<file path="config.mk">
export PLATFORM = sky130hd
export DESIGN_NAME = nine_slice_cell_generator
export DESIGN_NICKNAME = d
export VERILOG_FILES = /design/src/design/nscg_pkg.sv /design/src/design/nscg_divider.sv /design/src/design/nscg_datapath.sv /design/src/design/nscg_controller.sv /design/src/design/nine_slice_cell_generator.sv
export SDC_FILE = /design/constraint.sdc
export NUM_CORES = 2
export LEC_CHECK = 0
export BUFFER_PORTS_ARGS = -buffer_cell sky130_fd_sc_hd__buf_2
export CELL_PAD_IN_SITES_DETAIL_PLACEMENT = 1
export CELL_PAD_IN_SITES_GLOBAL_PLACEMENT = 1
export CORE_ASPECT_RATIO = 0.5
export CORE_MARGIN = 2
export CORE_UTILIZATION = 46
export CTS_CLUSTER_DIAMETER = 40
export DETAILED_ROUTE_END_ITERATION = 10
export PLACE_DENSITY_LB_ADDON = 0.1
export SYNTH_ARGS = -nofsm -noshare
export SYNTH_HDL_FRONTEND = slang
export SYNTH_SLANG_ARGS = --single-unit
</file>
<file path="constraint.sdc">
create_clock -name clk -period 10 [get_ports clk]
set_clock_uncertainty 0.1 [all_clocks]
set_input_delay 2 -clock clk [delete_from_list [all_inputs] [get_ports clk]]
set_output_delay 2 -clock clk [all_outputs]
set_load 0.05 [all_outputs]
</file>
<file path="src/design/nscg_pkg.sv">
// ----------------------------------------------------------------------------
// Nine-slice cell generator package
// Shared constants, mode codes and controller command/status types.
// ----------------------------------------------------------------------------
package nscg_pkg;

    localparam int DEFAULT_MAX_POINTS = 9;

    localparam logic [1:0] MODE_STRETCH   = 2'd0;
    localparam logic [1:0] MODE_TILE      = 2'd1;
    localparam logic [1:0] MODE_TILE_FULL = 2'd2;

    localparam logic [2:0] REG_FRAME_W  = 3'd0;
    localparam logic [2:0] REG_FRAME_H  = 3'd1;
    localparam logic [2:0] REG_GUIDE_XL = 3'd2;
    localparam logic [2:0] REG_GUIDE_XR = 3'd3;
    localparam logic [2:0] REG_GUIDE_YT = 3'd4;
    localparam logic [2:0] REG_GUIDE_YB = 3'd5;
    localparam logic [2:0] REG_HMODE    = 3'd6;
    localparam logic [2:0] REG_VMODE    = 3'd7;

    // Commands from the controller to the datapath.
    typedef struct packed {
        logic load;        // capture the input item and start setup
        logic div_start;   // start the texture guide division selected by div_sel
        logic [1:0] div_sel;
        logic pts_step;    // build one point on both axes
        logic emit;        // present the current cell on the output register
        logic advance;     // move to the next cell
    } nscg_cmd_t;

    // Status from the datapath to the controller.
    typedef struct packed {
        logic div_done;
        logic pts_done;
        logic last;        // current cell is the final one
    } nscg_status_t;

endpackage

</file>
<file path="src/design/nscg_divider.sv">
// ----------------------------------------------------------------------------
// Nine-slice texture guide divider
// Computes clamp(lo + floor((hi-lo)*g / frame)) one quotient bit per cycle.
// ----------------------------------------------------------------------------
module nscg_divider
    import nscg_pkg::*;
(
    input  logic        clk,
    input  logic        rst_n,
    input  logic        start,
    input  logic [15:0] lo,
    input  logic [15:0] hi,
    input  logic [11:0] guide,
    input  logic [11:0] frame,
    output logic        done,
    output logic [15:0] result
);

    // |(hi-lo)*g| fits in 28 bits.
    logic [27:0] num_reg, num_next;
    logic [27:0] quo_reg, quo_next;
    logic [12:0] rem_reg, rem_next;
    logic [11:0] den_reg, den_next;
    logic [15:0] lo_reg, lo_next;
    logic        neg_reg, neg_next;
    logic [4:0]  cnt_reg, cnt_next;
    logic        busy_reg, busy_next;
    logic        done_reg, done_next;

    logic signed [16:0] diff;
    logic [16:0]        mag;
    logic [12:0]        trial;
    logic signed [29:0] q_signed;
    logic signed [29:0] sum;
    logic               round_up;

    always_comb
    begin
        diff = $signed({1'b0, hi}) - $signed({1'b0, lo});
        mag  = diff[16] ? 17'(-diff) : 17'(diff);
        trial = {rem_reg[11:0], num_reg[27]};
        round_up = neg_reg && (rem_reg != 13'd0);
        q_signed = neg_reg ? -$signed({2'b00, quo_reg}) - 30'(round_up)
                           : $signed({2'b00, quo_reg});
        sum = $signed({14'd0, lo_reg}) + q_signed;

        num_next  = num_reg;
        quo_next  = quo_reg;
        rem_next  = rem_reg;
        den_next  = den_reg;
        lo_next   = lo_reg;
        neg_next  = neg_reg;
        cnt_next  = cnt_reg;
        busy_next = busy_reg;
        done_next = 1'b0;

        if (start)
        begin
            num_next  = 28'(mag * 29'(guide));
            quo_next  = '0;
            rem_next  = '0;
            den_next  = (frame == 12'd0) ? 12'd1 : frame;
            lo_next   = lo;
            neg_next  = diff[16];
            cnt_next  = 5'd0;
            busy_next = 1'b1;
        end
        else if (busy_reg)
        begin
            num_next = {num_reg[26:0], 1'b0};
            if (trial >= {1'b0, den_reg})
            begin
                rem_next = trial - {1'b0, den_reg};
                quo_next = {quo_reg[26:0], 1'b1};
            end
            else
            begin
                rem_next = trial;
                quo_next = {quo_reg[26:0], 1'b0};
            end
            cnt_next = cnt_reg + 5'd1;
            if (cnt_reg == 5'd27)
            begin
                busy_next = 1'b0;
                done_next = 1'b1;
            end
        end
    end

    always_ff @(posedge clk or negedge rst_n)
    begin
        if (!rst_n)
        begin
            busy_reg <= 1'b0;
            done_reg <= 1'b0;
            cnt_reg  <= '0;
        end
        else
        begin
            busy_reg <= busy_next;
            done_reg <= done_next;
            cnt_reg  <= cnt_next;
        end
    end

    always_ff @(posedge clk)
    begin
        num_reg <= num_next;
        quo_reg <= quo_next;
        rem_reg <= rem_next;
        den_reg <= den_next;
        lo_reg  <= lo_next;
        neg_reg <= neg_next;
    end

    assign done   = done_reg;
    assign result = (sum < 0) ? 16'd0 : (sum > 30'sd65535) ? 16'hFFFF : sum[15:0];

endmodule

</file>
<file path="src/design/nscg_datapath.sv">
// ----------------------------------------------------------------------------
// Nine-slice datapath
// Holds the item, texture guides, point lists and cell counters.
// ----------------------------------------------------------------------------
module nscg_datapath
    import nscg_pkg::*;
#(
    parameter int MAX_POINTS = DEFAULT_MAX_POINTS
)
(
    input  logic         clk,
    input  logic         rst_n,
    input  nscg_cmd_t    cmd,
    output nscg_status_t status,
    input  logic [11:0]  frame_width,
    input  logic [11:0]  frame_height,
    input  logic [11:0]  guide_x_left,
    input  logic [11:0]  guide_x_right,
    input  logic [11:0]  guide_y_top,
    input  logic [11:0]  guide_y_bottom,
    input  logic [1:0]   horz_mode,
    input  logic [1:0]   vert_mode,
    input  logic [11:0]  box_width,
    input  logic [11:0]  box_height,
    input  logic [15:0]  tex_left,
    input  logic [15:0]  tex_top,
    input  logic [15:0]  tex_right,
    input  logic [15:0]  tex_bottom,
    output logic [15:0]  src_x,
    output logic [15:0]  src_y,
    output logic [15:0]  src_w,
    output logic [15:0]  src_h,
    output logic [13:0]  dst_x,
    output logic [13:0]  dst_y,
    output logic [13:0]  dst_w,
    output logic [13:0]  dst_h,
    output logic         last_cell
);

    localparam int IW = $clog2(MAX_POINTS);
    localparam int CW = $clog2(MAX_POINTS + 1);

    // Points stay in 16-bit two's complement; the dst outputs keep 14 bits.
    typedef logic signed [15:0] pt_t;

    logic [11:0] bw_reg, bh_reg, fw_reg, fh_reg;
    logic [15:0] tl_reg, tt_reg, tr_reg, tb_reg;
    logic [15:0] gx1_reg, gx2_reg, gy1_reg, gy2_reg;
    pt_t         px_reg [MAX_POINTS];
    pt_t         py_reg [MAX_POINTS];
    logic [CW-1:0] nx_reg, ny_reg;
    pt_t         curx_reg, cury_reg;
    logic        xdone_reg, ydone_reg;
    logic [IW-1:0] xc_reg, yc_reg;

    logic [15:0] div_lo, div_hi, div_res;
    logic [11:0] div_g, div_f;
    logic        div_done;
    logic [11:0] gr, gb;

    assign gr = (guide_x_right == 12'd0) ? fw_reg : guide_x_right;
    assign gb = (guide_y_bottom == 12'd0) ? fh_reg : guide_y_bottom;

    always_comb
    begin
        case (cmd.div_sel)
            2'd0:    begin div_lo = tl_reg; div_hi = tr_reg; div_g = guide_x_left; div_f = fw_reg; end
            2'd1:    begin div_lo = tl_reg; div_hi = tr_reg; div_g = gr; div_f = fw_reg; end
            2'd2:    begin div_lo = tt_reg; div_hi = tb_reg; div_g = guide_y_top; div_f = fh_reg; end
            default: begin div_lo = tt_reg; div_hi = tb_reg; div_g = gb; div_f = fh_reg; end
        endcase
    end

    nscg_divider u_div (
        .clk    (clk),
        .rst_n  (rst_n),
        .start  (cmd.div_start),
        .lo     (div_lo),
        .hi     (div_hi),
        .guide  (div_g),
        .frame  (div_f),
        .done   (div_done),
        .result (div_res)
    );

    logic [1:0] dsel_reg;

    // One step of the point builder for one axis.
    typedef struct packed {
        logic   done;
        logic   write;
        pt_t    val;
        pt_t    cur;
        logic [CW-1:0] n;
    } step_t;

    function automatic step_t axis_step(input logic [1:0] mode, input pt_t box,
                                        input pt_t frame, input pt_t ng, input pt_t fg,
                                        input pt_t cur, input logic [CW-1:0] n);
        step_t s;
        pt_t   edge_len, bound, centre, nxt;
        logic  tile, full;
        int    closing;
        edge_len = frame - fg;
        bound = box - edge_len;
        centre = fg - ng;
        tile = (mode == MODE_TILE) || (mode == MODE_TILE_FULL);
        full = (mode == MODE_TILE_FULL);
        closing = full ? 2 : 1;
        nxt = cur + centre;
        s.done = 1'b0;
        s.write = 1'b1;
        s.cur = cur;
        s.n = n + CW'(1);
        s.val = '0;
        if (n == CW'(0))
            s.val = '0;
        else if (n == CW'(1))
        begin
            s.val = ng;
            s.cur = ng;
        end
        else if (!tile)
        begin
            s.val = (n == CW'(2)) ? bound : box;
            s.done = (n == CW'(3));
        end
        if (tile && n >= CW'(2))
        begin
            // cur tracks the last centre point; a pending squeezed pair is
            // signalled by the marker in cur.
            if (cur == 16'sh7FFF)
            begin
                s.val = box;
                s.done = 1'b1;
            end
            else if (nxt <= bound && (int'(n) + 1 + closing) <= MAX_POINTS)
            begin
                s.val = nxt;
                s.cur = nxt;
            end
            else if (full)
            begin
                s.val = bound;
                s.cur = 16'sh7FFF;
            end
            else
            begin
                s.val = cur + edge_len;
                s.done = 1'b1;
            end
        end
        return s;
    endfunction

    step_t sx, sy;
    always_comb
    begin
        sx = axis_step(horz_mode, pt_t'(bw_reg), pt_t'(fw_reg), pt_t'(guide_x_left),
                       pt_t'(gr), curx_reg, nx_reg);
        sy = axis_step(vert_mode, pt_t'(bh_reg), pt_t'(fh_reg), pt_t'(guide_y_top),
                       pt_t'(gb), cury_reg, ny_reg);
    end

    always_ff @(posedge clk or negedge rst_n)
    begin
        if (!rst_n)
        begin
            nx_reg <= '0;
            ny_reg <= '0;
            xdone_reg <= 1'b0;
            ydone_reg <= 1'b0;
            xc_reg <= '0;
            yc_reg <= '0;
            last_cell <= 1'b0;
        end
        else
        begin
            if (cmd.load)
            begin
                nx_reg <= '0;
                ny_reg <= '0;
                xdone_reg <= 1'b0;
                ydone_reg <= 1'b0;
                xc_reg <= '0;
                yc_reg <= '0;
            end
            else if (cmd.pts_step)
            begin
                if (!xdone_reg)
                begin
                    nx_reg <= sx.n;
                    xdone_reg <= sx.done;
                end
                if (!ydone_reg)
                begin
                    ny_reg <= sy.n;
                    ydone_reg <= sy.done;
                end
            end
            else if (cmd.advance)
            begin
                if (32'(xc_reg) + 2 == 32'(nx_reg))
                begin
                    xc_reg <= '0;
                    yc_reg <= yc_reg + IW'(1);
                end
                else
                    xc_reg <= xc_reg + IW'(1);
            end
            if (cmd.emit)
                last_cell <= status.last;
        end
    end

    logic [1:0] xi, yi;
    logic [15:0] gxa, gxb, gya, gyb;
    always_comb
    begin
        xi = (xc_reg == '0) ? 2'd0 : (32'(xc_reg) + 2 == 32'(nx_reg)) ? 2'd2 : 2'd1;
        yi = (yc_reg == '0) ? 2'd0 : (32'(yc_reg) + 2 == 32'(ny_reg)) ? 2'd2 : 2'd1;
        case (xi)
            2'd0:    begin gxa = tl_reg;  gxb = gx1_reg; end
            2'd1:    begin gxa = gx1_reg; gxb = gx2_reg; end
            default: begin gxa = gx2_reg; gxb = tr_reg;  end
        endcase
        case (yi)
            2'd0:    begin gya = tt_reg;  gyb = gy1_reg; end
            2'd1:    begin gya = gy1_reg; gyb = gy2_reg; end
            default: begin gya = gy2_reg; gyb = tb_reg;  end
        endcase
    end

    pt_t pxa, pxb, pya, pyb;
    assign pxa = px_reg[xc_reg];
    assign pxb = px_reg[IW'(32'(xc_reg) + 1)];
    assign pya = py_reg[yc_reg];
    assign pyb = py_reg[IW'(32'(yc_reg) + 1)];

    always_ff @(posedge clk)
    begin
        if (cmd.load)
        begin
            bw_reg <= box_width;
            bh_reg <= box_height;
            fw_reg <= (frame_width == 12'd0) ? 12'd1 : frame_width;
            fh_reg <= (frame_height == 12'd0) ? 12'd1 : frame_height;
            tl_reg <= tex_left;
            tt_reg <= tex_top;
            tr_reg <= tex_right;
            tb_reg <= tex_bottom;
            curx_reg <= '0;
            cury_reg <= '0;
        end
        if (cmd.div_start)
            dsel_reg <= cmd.div_sel;
        if (div_done)
        begin
            case (dsel_reg)
                2'd0:    gx1_reg <= div_res;
                2'd1:    gx2_reg <= div_res;
                2'd2:    gy1_reg <= div_res;
                default: gy2_reg <= div_res;
            endcase
        end
        if (cmd.pts_step)
        begin
            if (!xdone_reg)
            begin
                px_reg[nx_reg[IW-1:0]] <= sx.val;
                curx_reg <= sx.cur;
            end
            if (!ydone_reg)
            begin
                py_reg[ny_reg[IW-1:0]] <= sy.val;
                cury_reg <= sy.cur;
            end
        end
        if (cmd.emit)
        begin
            src_x <= gxa;
            src_y <= gya;
            src_w <= gxb - gxa;
            src_h <= gyb - gya;
            dst_x <= pxa[13:0];
            dst_y <= pya[13:0];
            dst_w <= 14'(pxb - pxa);
            dst_h <= 14'(pyb - pya);
        end
    end

    assign status.div_done = div_done;
    assign status.pts_done = xdone_reg && ydone_reg;
    assign status.last = (32'(xc_reg) + 2 == 32'(nx_reg)) && (32'(yc_reg) + 2 == 32'(ny_reg));

endmodule

</file>
<file path="src/design/nscg_controller.sv">
// ----------------------------------------------------------------------------
// Nine-slice controller
// Sequences capture, four guide divisions, point building and cell output.
// ----------------------------------------------------------------------------
module nscg_controller
    import nscg_pkg::*;
(
    input  logic         clk,
    input  logic         rst_n,
    input  logic         in_valid,
    output logic         in_ready,
    output logic         out_valid,
    input  logic         out_ready,
    input  nscg_status_t status,
    output nscg_cmd_t    cmd
);

    localparam logic [2:0] ST_IDLE = 3'd0;
    localparam logic [2:0] ST_DIV  = 3'd1;
    localparam logic [2:0] ST_WAIT = 3'd2;
    localparam logic [2:0] ST_PTS  = 3'd3;
    localparam logic [2:0] ST_EMIT = 3'd4;
    localparam logic [2:0] ST_OUT  = 3'd5;

    logic [2:0] state_reg, state_next;
    logic [1:0] sel_reg, sel_next;
    logic       last_reg, last_next;

    assign in_ready  = (state_reg == ST_IDLE);
    assign out_valid = (state_reg == ST_OUT);

    always_comb
    begin
        state_next = state_reg;
        sel_next   = sel_reg;
        last_next  = last_reg;
        cmd        = '0;
        cmd.div_sel = sel_reg;
        unique case (state_reg)
            ST_IDLE:
                if (in_valid)
                begin
                    cmd.load   = 1'b1;
                    sel_next   = 2'd0;
                    state_next = ST_DIV;
                end
            ST_DIV:
            begin
                cmd.div_start = 1'b1;
                state_next    = ST_WAIT;
            end
            ST_WAIT:
                if (status.div_done)
                begin
                    sel_next   = sel_reg + 2'd1;
                    state_next = (sel_reg == 2'd3) ? ST_PTS : ST_DIV;
                end
            ST_PTS:
            begin
                cmd.pts_step = 1'b1;
                if (status.pts_done)
                begin
                    cmd.pts_step = 1'b0;
                    state_next = ST_EMIT;
                end
            end
            ST_EMIT:
            begin
                cmd.emit   = 1'b1;
                last_next  = status.last;
                state_next = ST_OUT;
            end
            ST_OUT:
                if (out_ready)
                begin
                    if (last_reg)
                        state_next = ST_IDLE;
                    else
                    begin
                        cmd.advance = 1'b1;
                        state_next  = ST_EMIT;
                    end
                end
            default:
                state_next = ST_IDLE;
        endcase
    end

    always_ff @(posedge clk or negedge rst_n)
    begin
        if (!rst_n)
        begin
            state_reg <= ST_IDLE;
            sel_reg   <= '0;
            last_reg  <= 1'b0;
        end
        else
        begin
            state_reg <= state_next;
            sel_reg   <= sel_next;
            last_reg  <= last_next;
        end
    end

endmodule

</file>
<file path="src/design/nine_slice_cell_generator.sv">
// ----------------------------------------------------------------------------
// Nine-slice cell generator
// Splits a target box into nine-slice cells and streams their rectangles.
// ----------------------------------------------------------------------------
// The user must set the block up through the configuration channel (cfg_valid,
// cfg_ready, cfg_index, cfg_data) only while it is idle; this is not enforced.
// Each input transfer carries one box size and the frame's texture rectangle.
// The block then runs four texture guide divisions on a shared bit-serial
// divider, builds both axis point lists one point per cycle, and streams
// one output transfer per cell, row by row, with last_cell set on the
// final cell of the box.
// A new box is accepted only after the last cell of the previous box has
// been transferred. When the receiver stalls, the current cell is held on
// the output registers and the block simply waits.
// Reset clears the handshake state and sets the frame size registers to 1
// and all other configuration registers to 0.
// ----------------------------------------------------------------------------
module nine_slice_cell_generator
    import nscg_pkg::*;
#(
    parameter int MAX_POINTS_PER_AXIS = DEFAULT_MAX_POINTS
)
(
    input  logic        clk,
    input  logic        rst_n,
    input  logic        cfg_valid,
    output logic        cfg_ready,
    input  logic [2:0]  cfg_index,
    input  logic [11:0] cfg_data,
    input  logic        in_valid,
    output logic        in_ready,
    input  logic [11:0] box_width,
    input  logic [11:0] box_height,
    input  logic [15:0] tex_left,
    input  logic [15:0] tex_top,
    input  logic [15:0] tex_right,
    input  logic [15:0] tex_bottom,
    output logic        out_valid,
    input  logic        out_ready,
    output logic [15:0] src_x,
    output logic [15:0] src_y,
    output logic [15:0] src_w,
    output logic [15:0] src_h,
    output logic signed [13:0] dst_x,
    output logic signed [13:0] dst_y,
    output logic signed [13:0] dst_w,
    output logic signed [13:0] dst_h,
    output logic        last_cell
);

    logic [11:0] frame_width_reg, frame_height_reg;
    logic [11:0] guide_x_left_reg, guide_x_right_reg;
    logic [11:0] guide_y_top_reg, guide_y_bottom_reg;
    logic [1:0]  horz_mode_reg, vert_mode_reg;

    nscg_cmd_t    cmd;
    nscg_status_t status;

    assign cfg_ready = 1'b1;

    // Configuration register file.
    always_ff @(posedge clk or negedge rst_n)
    begin
        if (!rst_n)
        begin
            frame_width_reg    <= 12'd1;
            frame_height_reg   <= 12'd1;
            guide_x_left_reg   <= '0;
            guide_x_right_reg  <= '0;
            guide_y_top_reg    <= '0;
            guide_y_bottom_reg <= '0;
            horz_mode_reg      <= MODE_STRETCH;
            vert_mode_reg      <= MODE_STRETCH;
        end
        else if (cfg_valid)
        begin
            unique case (cfg_index)
                REG_FRAME_W:  frame_width_reg    <= cfg_data;
                REG_FRAME_H:  frame_height_reg   <= cfg_data;
                REG_GUIDE_XL: guide_x_left_reg   <= cfg_data;
                REG_GUIDE_XR: guide_x_right_reg  <= cfg_data;
                REG_GUIDE_YT: guide_y_top_reg    <= cfg_data;
                REG_GUIDE_YB: guide_y_bottom_reg <= cfg_data;
                REG_HMODE:    horz_mode_reg      <= cfg_data[1:0];
                REG_VMODE:    vert_mode_reg      <= cfg_data[1:0];
                default:      ;
            endcase
        end
    end

    nscg_controller u_ctrl (
        .clk       (clk),
        .rst_n     (rst_n),
        .in_valid  (in_valid),
        .in_ready  (in_ready),
        .out_valid (out_valid),
        .out_ready (out_ready),
        .status    (status),
        .cmd       (cmd)
    );

    nscg_datapath #(
        .MAX_POINTS (MAX_POINTS_PER_AXIS)
    ) u_dp (
        .clk            (clk),
        .rst_n          (rst_n),
        .cmd            (cmd),
        .status         (status),
        .frame_width    (frame_width_reg),
        .frame_height   (frame_height_reg),
        .guide_x_left   (guide_x_left_reg),
        .guide_x_right  (guide_x_right_reg),
        .guide_y_top    (guide_y_top_reg),
        .guide_y_bottom (guide_y_bottom_reg),
        .horz_mode      (horz_mode_reg),
        .vert_mode      (vert_mode_reg),
        .box_width      (box_width),
        .box_height     (box_height),
        .tex_left       (tex_left),
        .tex_top        (tex_top),
        .tex_right      (tex_right),
        .tex_bottom     (tex_bottom),
        .src_x          (src_x),
        .src_y          (src_y),
        .src_w          (src_w),
        .src_h          (src_h),
        .dst_x          (dst_x),
        .dst_y          (dst_y),
        .dst_w          (dst_w),
        .dst_h          (dst_h),
        .last_cell      (last_cell)
    );

endmodule
</file>
==> flow_summary.yaml <==
detailed_routing:
  drt_first_iter_violations: 2759
  drc: 0
  wire_per_inst_um: 24.0
  vias: 40526
  drt-pass1-iter-count: 5
  wirelength_um: 168000
  ant_nets: 0
  vias_per_cell: 5.79
synth:
  synth_top_area_share_pct: 33.8
  seq_area_frac_synth_pct: 41.5
  synthDistinctLibCells: 94
  syn_area_per_cell_um2: 10.5
  synth_area_um2: 53800
  ys.warnings.count: 0
  ys_async_sr_fraction_pct: 13.6
  ys_seq_elements: 787
  synth_edf_count: 607
  synthFlopType: "edfxtp_1"
  netlist_instances: 5121
  synth_fp_nets: 5781
  synth_top_cell_by_area: "edfxtp_1"
  yosys-top-cells-area: "edfxtp_1 (34%), ha_1 (8.9%), fa_1 (6.2%), dfrtp_1 (4.9%), mux4_2 (4.7%)"
timing:
  maxSlewViolCount: 0
  period_minus_slack_ns: 9.56
  max_clock_freq_ghz: 0.105
  grt_setup_unrepaired: "true"
  setup_viol: 0
  hold_viol: 0
  final.setup.tns_ns: 0
  tightest_slew_ns: 1.24
  setup_ws_ns: 0.435
  finalCritPeriodShare_pct: 95.6
  max_slew_margin_pct: 17.3
placed_design:
  gp_congestion: 0.882
  place_ws_ns: -0.381
  dp_cells: 6799
  io_buffers: 230
  place_hpwl_um: 127000
clock_tree:
  cts_tree: "yes"
  htree_levels: 3
  clock-sinks: 787
  clock_latency_ns: 0.73
  cts_max_path_buffers: 3
  hold_buffers: 0
  root_buffer: "clkbuf_16"
  cts_made_buffers: 100
  cts.clk_slew.worst_paths_ns: 0.06
global_routing:
  antenna_found_initial: 5
  grt_pass1_wl_um: 257000
  grt.total_usage_pct: 27.9
  first_global_vias: 42649
  grt-ovfl-total: 0
  grt_max_degree: 70
setup_path:
  reg2reg_depth: 37
  rrSetupSlack_ns: 0.44
  worstSetupStartpointType: "flop"
  critical_path.most_common_cell: "fa_1"
  slowest_delay_ns: 0.55
  cpMaxStageDelayCell: "fa_1"
  cp.arrival_ns: 9.91
  reg2reg_to: "u_dp.u_div.num_reg[25]$_DFFE_PP_"
  required_ns: 10.34
  critPathCaptureType: "flop"
  crit_fanout: 11
  critical_path_class: "flop to flop"
  r2r-start: "u_ctrl.sel_reg[0]$_DFFE_PN0P_"
floorplanning:
  coreArea_um2: 116000
  die_area_um2: 120000
  die_w_um: 488
  num_rows: 88
  dieHeight_um: 246
  pin_count: 232
  initial_utilization_pct: 46.5
worst_hold_path:
  worstHoldEndpoint: "u_dp.fw_reg[3]$_SDFFCE_PN0P_"
  hold_depth: 0
  worstHoldStart: "frame_width_reg[3]$_DFFE_PN0P_"
  hold_path_class: "flop to flop"
layout:
  nets: 5992
  area_growth_pct: 13.0
  drive_gt1_share_pct: 14.8
  fin_cells: 6995
  final_common_cell: "edfxtp_1"
  layout_common_cells: "edfxtp_1 (607), inv_1 (529), nand2_1 (471), ha_1 (384), nor2_1 (377)"
status:
  status: "finished clean"
flow_run:
  drv_cap: 0
layer usage:
metal	track usage [%]	wire length, um	up-vias
li1	-	-	18663
met1	37.6	74100	20693
met2	47.7	81700	969
met3	3.85	8460	199
met4	6.48	3500	2
met5	0	18	-
critical path, delay by kind of cell (launching register included):
kind                       cells  cell delay (ns)
adders and majority gates      9             3.89
muxes                          1             0.25
DFF                            1             0.37
AOI/OAI and AO/OA             15             2.96
xor gates and xnor gates       2             0.48
and+or+nand+nor                4             0.73
buffers and inverters          6             0.51
cell families (layout without fill, tap and decap cells):
group,Yosys count,after routing,synth area share (%)
multiplexers,391,391,10.1
flip-flops,787,787,41.5
AO/OA/AOI/OAI,1141,1141,13.3
adder cells (fa/ha/maj),552,552,15.2
other,1,3,0.00696
buffers and inverters,741,1038,5.19
XOR/XNOR,251,251,4.08
AND/OR/NAND/NOR,1257,1257,10.6
repair_timing:
item,in CTS,in global routing
gates resized for setup,9,47
setup endpoints to repair,4,48
pin swaps,1,7
setup buffers,1,5
gates cloned,0,0
cells in the mapped netlist (all sizes together) (10+ instances only):
| cell type | count |
|---|---|
| a211o | 19 |
| a211oi | 32 |
| a21boi | 51 |
| a21o | 92 |
| a21oi | 319 |
| a221o | 12 |
| a22o | 14 |
| a22oi | 22 |
| a31o | 10 |
| a31oi | 21 |
| and2 | 33 |
| and3 | 22 |
| buf | 41 |
| clkbuf | 168 |
| dfrtp | 105 |
| dfxtp | 73 |
| edfxtp | 607 |
| fa | 168 |
| ha | 384 |
| inv | 532 |
| mux2 | 88 |
| mux2i | 191 |
| mux4 | 112 |
| nand2 | 471 |
| nand2b | 52 |
| nand3 | 44 |
| nand4 | 28 |
| nor2 | 384 |
| nor2b | 70 |
| nor3 | 66 |
| nor3b | 12 |
| nor4 | 23 |
| o211ai | 16 |
| o21a | 49 |
| o21ai | 335 |
| o21bai | 28 |
| o22ai | 26 |
| o2bb2ai | 10 |
| o31ai | 21 |
| or2 | 12 |
| or3 | 17 |
| xnor2 | 152 |
| xor2 | 99 |
area by class of cell:
cell class              count  area (um^2)
flip-flops and latches    787        22400
multi-input cells        3593        29100
well taps                1575         1970
inverters                 532         2000
fillers                 12550        54900
clock buffers             113         2670
diodes                      2         5.00
repair buffers            318         1820
clock inverters            75          860
through the flow:
step                      instance area, um^2  utilization [%]  hold WS, ns
after floorplan                         53900                -        0.364
after global placement                  56900             49.2        0.351
after detailed placement                56900             49.2        0.361
after CTS                               60500             52.3        0.364
after global routing                    60800             52.6        0.384
final                                   60800             52.6        0.355
how the worst max path moves through the flow:
stage	from	cells after the start	slack, ns	endpoint
3_5_place_dp	u_ctrl.sel_reg[0]$_DFFE_PN0P_	35	-0.38	u_dp.u_div.num_reg[25]$_DFFE_PP_
4_1_cts	u_ctrl.sel_reg[0]$_DFFE_PN0P_	37	0.05	u_dp.u_div.num_reg[25]$_DFFE_PP_
6_report	u_ctrl.sel_reg[0]$_DFFE_PN0P_	37	0.44	u_dp.u_div.num_reg[25]$_DFFE_PP_
2_1_floorplan	u_ctrl.sel_reg[0]$_DFFE_PN0P_	38	0.06	u_dp.u_div.num_reg[26]$_DFFE_PP_
3_3_place_gp	u_ctrl.sel_reg[0]$_DFFE_PN0P_	36	0.18	u_dp.u_div.num_reg[27]$_DFFE_PP_
5_1_grt	u_ctrl.sel_reg[0]$_DFFE_PN0P_	37	-0.06	u_dp.u_div.num_reg[25]$_DFFE_PP_
Power is left out: the tool's default activity adds up to more than one toggle a clock period on the data nets, which glitch-free logic cannot reach.
